### config.mk
export PLATFORM = sky130hd
export DESIGN_NAME = can_firmware_upload_crc32_core
export DESIGN_NICKNAME = d
export VERILOG_FILES = /design/src/rtl/cfwu_pkg.sv /design/src/rtl/cfwu_step.sv /design/src/rtl/can_firmware_upload_crc32_core.sv
export SDC_FILE = /design/constraint.sdc
export NUM_CORES = 1
export LEC_CHECK = 0
export BUFFER_PORTS_ARGS = -buffer_cell sky130_fd_sc_hd__buf_2
export CAP_MARGIN = 20
export CORE_MARGIN = 1.5
export CORE_UTILIZATION = 50
export DETAILED_ROUTE_END_ITERATION = 7
export PLACE_DENSITY = 0.79
export SYNTH_ARGS = -nofsm -noshare
export SYNTH_HDL_FRONTEND = slang
export SYNTH_HIERARCHICAL = 1
export SYNTH_SLANG_ARGS = --single-unit
### constraint.sdc
create_clock -name clk_i -period 13.85 [get_ports clk_i]
set_input_delay 1.385 -clock clk_i [delete_from_list [all_inputs] [get_ports clk_i]]
set_output_delay 1.385 -clock clk_i [all_outputs]
set_load 0.005 [all_outputs]
### src/rtl/cfwu_pkg.sv
// cfwu_pkg: shared types, phase codes, command codes and crc-32/mpeg-2 helpers
// for the can firmware upload core; no dependencies
package cfwu_pkg;

  // field widths
  localparam int NodeIdW   = 7;
  localparam int OffsetW   = 18;
  localparam int PageW     = 10;
  localparam int PhaseW    = 3;
  localparam int CfgIndexW = 1;
  localparam int CfgDataW  = 18;

  // page size in bytes, a power of two
  localparam int PageBytes = 1024;
  localparam int PageShift = $clog2(PageBytes);

  // phase codes
  localparam logic [PhaseW-1:0] PhIdle  = 3'd0;
  localparam logic [PhaseW-1:0] PhMagic = 3'd1;
  localparam logic [PhaseW-1:0] PhSize  = 3'd2;
  localparam logic [PhaseW-1:0] PhPage  = 3'd3;
  localparam logic [PhaseW-1:0] PhCheck = 3'd4;
  localparam logic [PhaseW-1:0] PhDone  = 3'd5;

  // action codes
  localparam logic ActStart = 1'b0;
  localparam logic ActFrame = 1'b1;

  // bootloader command bytes
  localparam logic [7:0] CmdMagic = 8'h33;
  localparam logic [7:0] CmdSize  = 8'h53;  // 'S'
  localparam logic [7:0] CmdPage  = 8'h50;  // 'P'
  localparam logic [7:0] CmdCrc   = 8'h43;  // 'C'
  localparam logic [7:0] CmdErase = 8'h45;  // 'E'
  localparam logic [7:0] CmdDone  = 8'h44;  // 'D'
  localparam logic [7:0] CmdNone  = 8'h00;

  // register indexes
  localparam logic [CfgIndexW-1:0] RegNodeId    = 1'b0;
  localparam logic [CfgIndexW-1:0] RegImageSize = 1'b1;

  // frame constants
  localparam logic [10:0] LoaderId   = 11'h7dd;
  localparam logic [10:0] SdoBaseId  = 11'h600;
  localparam logic [63:0] SdoReset   = 64'h0000_0001_0250_0223;
  localparam logic [31:0] CrcPoly    = 32'h04C1_1DB7;
  localparam logic [31:0] CrcInit    = 32'hFFFF_FFFF;
  localparam logic [7:0]  FillByte   = 8'hFF;

  typedef struct packed {
    logic        action;
    logic [7:0]  cmd_byte;
    logic [31:0] magic_word;
    logic [63:0] image_data;
  } cfwu_in_t;

  typedef struct packed {
    logic               tx_valid;
    logic [10:0]        tx_id;
    logic [3:0]         tx_len;
    logic [63:0]        tx_data;
    logic [PhaseW-1:0]  phase;
    logic [PageW-1:0]   page_number;
    logic [OffsetW-1:0] next_offset;
  } cfwu_out_t;

  typedef struct packed {
    logic [PhaseW-1:0]  phase;
    logic [31:0]        crc;
    logic [OffsetW-1:0] offset;
    logic [PageW-1:0]   page;
  } cfwu_state_t;

  // one 32-bit word step of the msb-first crc, used only on constants
  function automatic logic [31:0] crc_shift32(input logic [31:0] x);
    logic [31:0] c;
    c = x;
    for (int i = 0; i < 32; i++) begin
      if (c[31]) begin
        c = {c[30:0], 1'b0} ^ CrcPoly;
      end else begin
        c = {c[30:0], 1'b0};
      end
    end
    return c;
  endfunction

  // image of each single input bit under the 32-bit step
  function automatic logic [31:0][31:0] crc_cols();
    logic [31:0][31:0] cols;
    for (int i = 0; i < 32; i++) begin
      cols[i] = crc_shift32(32'h1 << i);
    end
    return cols;
  endfunction

  localparam logic [31:0][31:0] CrcCols = crc_cols();

  // linear xor network equivalent to the 32-bit step
  function automatic logic [31:0] crc_apply(input logic [31:0] x);
    logic [31:0] r;
    r = '0;
    for (int i = 0; i < 32; i++) begin
      if (x[i]) begin
        r = r ^ CrcCols[i];
      end
    end
    return r;
  endfunction

endpackage

### src/rtl/cfwu_step.sv
// cfwu_step: next-state and transmit frame logic for one received event
// depends on cfwu_pkg
module cfwu_step (
  input  cfwu_pkg::cfwu_in_t               item_i,
  input  cfwu_pkg::cfwu_state_t            state_i,
  input  logic [cfwu_pkg::NodeIdW-1:0]     node_id_i,
  input  logic [cfwu_pkg::OffsetW-1:0]     image_size_i,
  output cfwu_pkg::cfwu_state_t            state_o,
  output cfwu_pkg::cfwu_out_t              result_o
);
  import cfwu_pkg::*;

  logic [PhaseW-1:0]   phase_mid;
  logic [7:0]          cmd_mid;
  logic [31:0]         crc_mid;
  logic [OffsetW:0]    pages_sum;
  logic [OffsetW:0]    pages;
  logic [PageW+PageShift-1:0] rewind;
  logic [63:0]         bytes;
  logic [OffsetW:0]    byte_pos;
  logic [31:0]         crc_lo;
  cfwu_state_t         nxt;
  logic                tx;
  logic [10:0]         tx_id;
  logic [3:0]          tx_len;
  logic [63:0]         tx_data;

  // page count and rewind offset
  assign pages_sum = {1'b0, image_size_i} + (OffsetW+1)'(PageBytes - 1);
  assign pages     = pages_sum >> PageShift;
  assign rewind    = {state_i.page, {PageShift{1'b0}}};

  // image bytes past the end read as fill
  always_comb begin
    bytes = '0;
    byte_pos = '0;
    for (int k = 0; k < 8; k++) begin
      byte_pos = {1'b0, state_i.offset} + (OffsetW+1)'(k);
      if (byte_pos < {1'b0, image_size_i}) begin
        bytes[8*k +: 8] = item_i.image_data[8*k +: 8];
      end else begin
        bytes[8*k +: 8] = FillByte;
      end
    end
  end

  // a start action arms the exchange; otherwise a check phase pre-pass, then the per-phase handling
  always_comb begin
    nxt       = state_i;
    phase_mid = state_i.phase;
    cmd_mid   = item_i.cmd_byte;
    crc_mid   = state_i.crc;
    crc_lo    = '0;
    tx        = 1'b0;
    tx_id     = '0;
    tx_len    = '0;
    tx_data   = '0;

    if (item_i.action == ActStart) begin
      tx        = 1'b1;
      tx_id     = SdoBaseId + {4'd0, node_id_i};
      tx_len    = 4'd8;
      tx_data   = SdoReset;
      nxt.phase = PhMagic;
      nxt.page  = '0;
    end else begin
      if (state_i.phase == PhCheck) begin
        crc_mid = CrcInit;
        case (item_i.cmd_byte)
          CmdPage: begin
            phase_mid = PhPage;
            nxt.page  = state_i.page + PageW'(1);
          end
          CmdErase: begin
            phase_mid  = PhPage;
            nxt.offset = rewind[OffsetW-1:0];
            cmd_mid    = CmdNone;
          end
          CmdDone: begin
            phase_mid = PhDone;
          end
          default: begin
          end
        endcase
      end
      nxt.phase = phase_mid;
      nxt.crc   = crc_mid;

      case (phase_mid)
        PhMagic: begin
          if (cmd_mid == CmdMagic) begin
            tx        = 1'b1;
            tx_id     = LoaderId;
            tx_len    = 4'd4;
            tx_data   = {32'd0, item_i.magic_word};
            nxt.phase = PhSize;
          end
        end
        PhSize: begin
          if (cmd_mid == CmdSize) begin
            tx         = 1'b1;
            tx_id      = LoaderId;
            tx_len     = 4'd1;
            tx_data    = {56'd0, pages[7:0]};
            nxt.phase  = PhPage;
            nxt.crc    = CrcInit;
            nxt.offset = '0;
            nxt.page   = '0;
          end
        end
        PhPage: begin
          if (cmd_mid == CmdPage) begin
            crc_lo     = crc_apply(crc_mid ^ bytes[31:0]);
            nxt.crc    = crc_apply(crc_lo ^ bytes[63:32]);
            nxt.offset = state_i.offset + OffsetW'(8);
            tx         = 1'b1;
            tx_id      = LoaderId;
            tx_len     = 4'd8;
            tx_data    = bytes;
          end else if (cmd_mid == CmdCrc) begin
            tx        = 1'b1;
            tx_id     = LoaderId;
            tx_len    = 4'd4;
            tx_data   = {32'd0, crc_mid};
            nxt.phase = PhCheck;
          end
        end
        default: begin
        end
      endcase
    end
  end

  assign state_o              = nxt;
  assign result_o.tx_valid    = tx;
  assign result_o.tx_id       = tx_id;
  assign result_o.tx_len      = tx_len;
  assign result_o.tx_data     = tx_data;
  assign result_o.phase       = nxt.phase;
  assign result_o.page_number = nxt.page;
  assign result_o.next_offset = nxt.offset;

endmodule

### src/rtl/can_firmware_upload_crc32_core.sv
// can firmware upload core: uploader side of a can bootloader exchange
// an input transfer is held in the input register, then its result in the result register
// throughput: one item per cycle while out_stall_i is low; the step logic and 64-bit crc xor network sit
// between the input register and the result register
// reset: asynchronous active-low; phase idle, crc and counters zero, node 1, size 0
// depends on cfwu_pkg and cfwu_step
module can_firmware_upload_crc32_core (
  input  logic                                clk_i,
  input  logic                                rst_ni,
  input  logic                                in_valid_i,
  output logic                                in_stall_o,
  input  cfwu_pkg::cfwu_in_t                  in_data_i,
  output logic                                out_valid_o,
  input  logic                                out_stall_i,
  output cfwu_pkg::cfwu_out_t                 out_data_o,
  input  logic                                cfg_we_i,
  input  logic [cfwu_pkg::CfgIndexW-1:0]      cfg_index_i,
  input  logic [cfwu_pkg::CfgDataW-1:0]       cfg_wdata_i
);
  import cfwu_pkg::*;

  logic                 in_valid_q;
  cfwu_in_t             in_q;
  logic                 out_valid_q;
  cfwu_out_t            out_q;
  cfwu_state_t          state_q;
  cfwu_state_t          state_d;
  cfwu_out_t            result_d;
  logic [NodeIdW-1:0]   node_id_q;
  logic [OffsetW-1:0]   image_size_q;
  logic                 advance;
  logic                 in_take;

  // handshake: an item moves to the result register when it is free or leaving
  assign advance    = in_valid_q && (!out_valid_q || !out_stall_i);
  assign in_stall_o = in_valid_q && !advance;
  assign in_take    = in_valid_i && !in_stall_o;

  // configuration registers
  always_ff @(posedge clk_i or negedge rst_ni) begin
    if (!rst_ni) begin
      node_id_q    <= NodeIdW'(1);
      image_size_q <= '0;
    end else if (cfg_we_i) begin
      case (cfg_index_i)
        RegNodeId:    node_id_q    <= cfg_wdata_i[NodeIdW-1:0];
        RegImageSize: image_size_q <= cfg_wdata_i[OffsetW-1:0];
        default: begin
        end
      endcase
    end
  end

  // input register
  always_ff @(posedge clk_i or negedge rst_ni) begin
    if (!rst_ni) begin
      in_valid_q <= 1'b0;
    end else if (in_take) begin
      in_valid_q <= 1'b1;
    end else if (advance) begin
      in_valid_q <= 1'b0;
    end
  end

  always_ff @(posedge clk_i) begin
    if (in_take) begin
      in_q <= in_data_i;
    end
  end

  // step logic
  cfwu_step u_step (
    .item_i       (in_q),
    .state_i      (state_q),
    .node_id_i    (node_id_q),
    .image_size_i (image_size_q),
    .state_o      (state_d),
    .result_o     (result_d)
  );

  // uploader state
  always_ff @(posedge clk_i or negedge rst_ni) begin
    if (!rst_ni) begin
      state_q <= '{phase: PhIdle, crc: '0, offset: '0, page: '0};
    end else if (advance) begin
      state_q <= state_d;
    end
  end

  // result register
  always_ff @(posedge clk_i or negedge rst_ni) begin
    if (!rst_ni) begin
      out_valid_q <= 1'b0;
    end else if (advance) begin
      out_valid_q <= 1'b1;
    end else if (!out_stall_i) begin
      out_valid_q <= 1'b0;
    end
  end

  always_ff @(posedge clk_i) begin
    if (advance) begin
      out_q <= result_d;
    end
  end

  assign out_valid_o = out_valid_q;
  assign out_data_o  = out_q;

  // a held item never overwrites a result that is still stalled
  assert property (@(posedge clk_i) disable iff (!rst_ni)
    in_valid_q && out_valid_q && out_stall_i |-> in_stall_o)
    else $error("pending item not held while result stalled");

  // a result without transmission carries an empty frame
  assert property (@(posedge clk_i) disable iff (!rst_ni)
    out_valid_q && !out_q.tx_valid |->
      out_q.tx_id == '0 && out_q.tx_len == '0 && out_q.tx_data == '0)
    else $error("frame fields set without transmission");

  // once started, the exchange never returns to idle
  assert property (@(posedge clk_i) disable iff (!rst_ni)
    state_q.phase != PhIdle |=> state_q.phase != PhIdle)
    else $error("phase fell back to idle");

  // a start transfer always lands in the magic phase
  assert property (@(posedge clk_i) disable iff (!rst_ni)
    advance && in_q.action == ActStart |=> state_q.phase == PhMagic)
    else $error("start did not arm the exchange");

endmodule
==> metrics.txt <==
critical path arrival=9.05 ns; Yosys Warn Count=6; Max-slew headroom=0.228; Setup crit start kind=register; Worst path most repeated cell=xnor2_1; Core Area=48,800 µm²; Layout area overhead=11.0%; initial antenna violation count=5; Placed Cells=3,058; Die X=225 µm; largest net degree at the start of global routing=74; Synth top area share=0.263; syn_area_per_cell=10.9 µm²; Clk Latency, worst-skew pair=0.57 ns; Max Cap Viol=0; nets@finish=2,705; P_sw=3.09 mW; Worst path max stage delay=0.83 ns; worst r2r path cells=23; Tot GR Track Use=0.317; pre-CTS WS=5.48 ns; Clk Tree Root Cell=clkbuf_16; postcts setup bufs=0; Finish-stage setup viols=0; synth top area cells=edfxtp_1, xnor2_1, dfrtp_1; first-pass GRT wire length=117,000 µm; # IOs=242; async set-reset flop share out of synthesis=0.294; max-slew violation total from the final report=0; die height=225 µm; initial drt markers=2,296; I/O Buffers=241; wirelength, routed=81,100 µm; H-tree Lvls=2; via count=18,500; Resized cells post-CTS=0; clk_skew=0.0333 ns; Final min period=8.59 ns; Seq/Total Area, Yosys=0.354; slowest CP cell=dfrtp_1; Synth top cells by count=xnor2_1, nor2_1, edfxtp_1; Hold Crit Class=register to register; part of the power in registers=0.152; Setup crit end kind=register; Cells on Worst Hold Path=1; power per cell area=260 nW/µm²; die footprint=50,700 µm²; Reg clk slew, reported paths=0.06 ns; fmax=116 MHz; clk buf depth=3; Final ANT Viol Nets=0; Final Hold Viols=0; layout cells sized above 1=0.201; Distinct cells, synth=85; DRC violations left=0; Crit Path Max Fanout=17; critical path, cell by cell=ha_1 > and3_1 > nand3_1 > nor3_1 > nand3_1 > nor2_1 > xnor2_1 > ha_1 > nand4_1 > nor2_1 > nand4_1 > a21oi_2 > nor3_2 > xnor2_2 > xnor3_1 > xnor3_1 > xnor2_2 > xor2_2 > xnor2_1 > xnor2_1 > xor2_1 > a21oi_1 > mux2_4; Starting Density=0.505; clock sink total=306; EDFF count, synth=216; final worst-path cycle share=0.620; hold buffer count at cts=0; setup_tns=0 ns; row count=81; final worst slack=5.26 ns; Final Wtd Congestion=1.01; DR pass1 iterations=6; Main synth FF type=edfxtp_1; vias per cell=5.91; most frequent cell after synthesis=xnor2_1; gr ovfl total=0; status=complete, no violations; Synth area leader=edfxtp_1; P_int=4.03 mW; CTS buffer count=35; final cell count without fillers=3,125; drt wl/cell=26.0 µm; Slew @ Worst Pin=1.15 ns; Setup CP Type=register to register; register bit count reported by yosys=306; DP HPWL=62,400 µm; Mapped Cells=2,258; RSZ-0062 raised after global routing=no; maximum vdd ir drop=635 µV; Synth Cell Area=24,700 µm²; Leak=12.0 nW; switching share of total power=0.434; Clock Power Share=0.130; TritonCTS clock tree=yes; Logic pwr share=0.718; Critical Path RT=14.31 ns; vias in the first global route=17,800; syn nets=2,531
worst paths after layout:
path | end | slack, ns | startpoint
min | out_valid_o$_DFFE_PN0P_ | 0.50 | in_valid_q$_DFFE_PN0P_
max reg2reg | state_q[31]$_DFFE_PN0P_ | 5.26 | state_q[14]$_DFFE_PN0P_
min in group asynchronous | node_id_q[3]$_DFFE_PN0P_ | 0.82 | rst_ni
max in group asynchronous | state_q[4]$_DFFE_PN0P_ | 11.78 | rst_ni
min reg2reg | out_valid_o$_DFFE_PN0P_ | 0.50 | in_valid_q$_DFFE_PN0P_
max | state_q[31]$_DFFE_PN0P_ | 5.26 | state_q[14]$_DFFE_PN0P_
stage by stage:
step	hold slack, ns	power, mW	utilization	cell area, µm²
final	0.500	7.12	0.560	27400
after global routing	0.534	7.42	0.560	27400
after CTS	0.503	7.11	0.560	27300
after detailed placement	0.490	6.15	0.536	26200
after global placement	0.466	6.18	0.536	26200
after floorplan	0.447	5.01	-	24700
final cells by class:
type                    count  area [µm²]
fillers                  4187       21500
multi-input cells        1790       15100
flip-flops and latches    306        8740
repair buffers            266        1420
clock buffers              42         953
well taps                 664         831
clock inverters            22         191
inverters                  33         124
diodes                      2        5.00
placed cells by master, fill, tap and decap left out, types with 40 or more instances in the layout:
cell and instances:
dfrtp_1 89, o21ai_0 40, ha_1 144, buf_2 240
nor3_1 73, nand2_1 114, edfxtp_1 216, a21oi_1 118
mux2_4 59, nand3_1 45, xnor2_1 364, nor2_1 277
xnor3_1 82, xor2_1 153
power groups by stage:
stage	Clock (mW)	Combinational, mW	Sequential (mW)
4_1_cts	0.942	5.09	1.08
3_5_place_dp	0	5.05	1.10
5_1_grt	0.980	5.35	1.09
2_1_floorplan	0	3.93	1.09
6_report	0.927	5.11	1.08
3_3_place_gp	0	5.08	1.10
metal layers:
metal | up-vias | wire length [µm] | track usage
li1 | 8214 | - | -
met1 | 9054 | 34400 | 0.451
met2 | 1000 | 36000 | 0.486
met3 | 193 | 7430 | 0.0545
met4 | 4 | 3230 | 0.115
met5 | - | 67 | 0
worst max-delay path, delay by kind of cell, from the launching register on:
| kind | cells | cell delay (ns) |
|---|---|---|
| fa+ha+maj | 2 | 0.81 |
| mux | 1 | 0.30 |
| simple gates | 9 | 2.26 |
| flops | 1 | 0.83 |
| compound gates | 2 | 0.77 |
| xor+xnor | 9 | 3.49 |
registers in the layout, summed over array words and instances, names as in the netlist:
register and cells:
in_q 105, image_size_q 18, node_id_q 7, out_valid_o 1, out_data_o 111, state_q 63
in_valid_q 1
cell families after synthesis:
group / count (synthesis) / synth area share
xor gates and xnor gates: 647 / 0.296
and+or+nand+nor: 632 / 0.119
DFF: 306 / 0.354
AOI/OAI and AO/OA: 272 / 0.0702
buffers and inverters: 162 / 0.0355
adders and majority gates: 144 / 0.0730
muxes: 94 / 0.0516
other: 1 / 0.000152
Power figures use the tool's default switching activity.
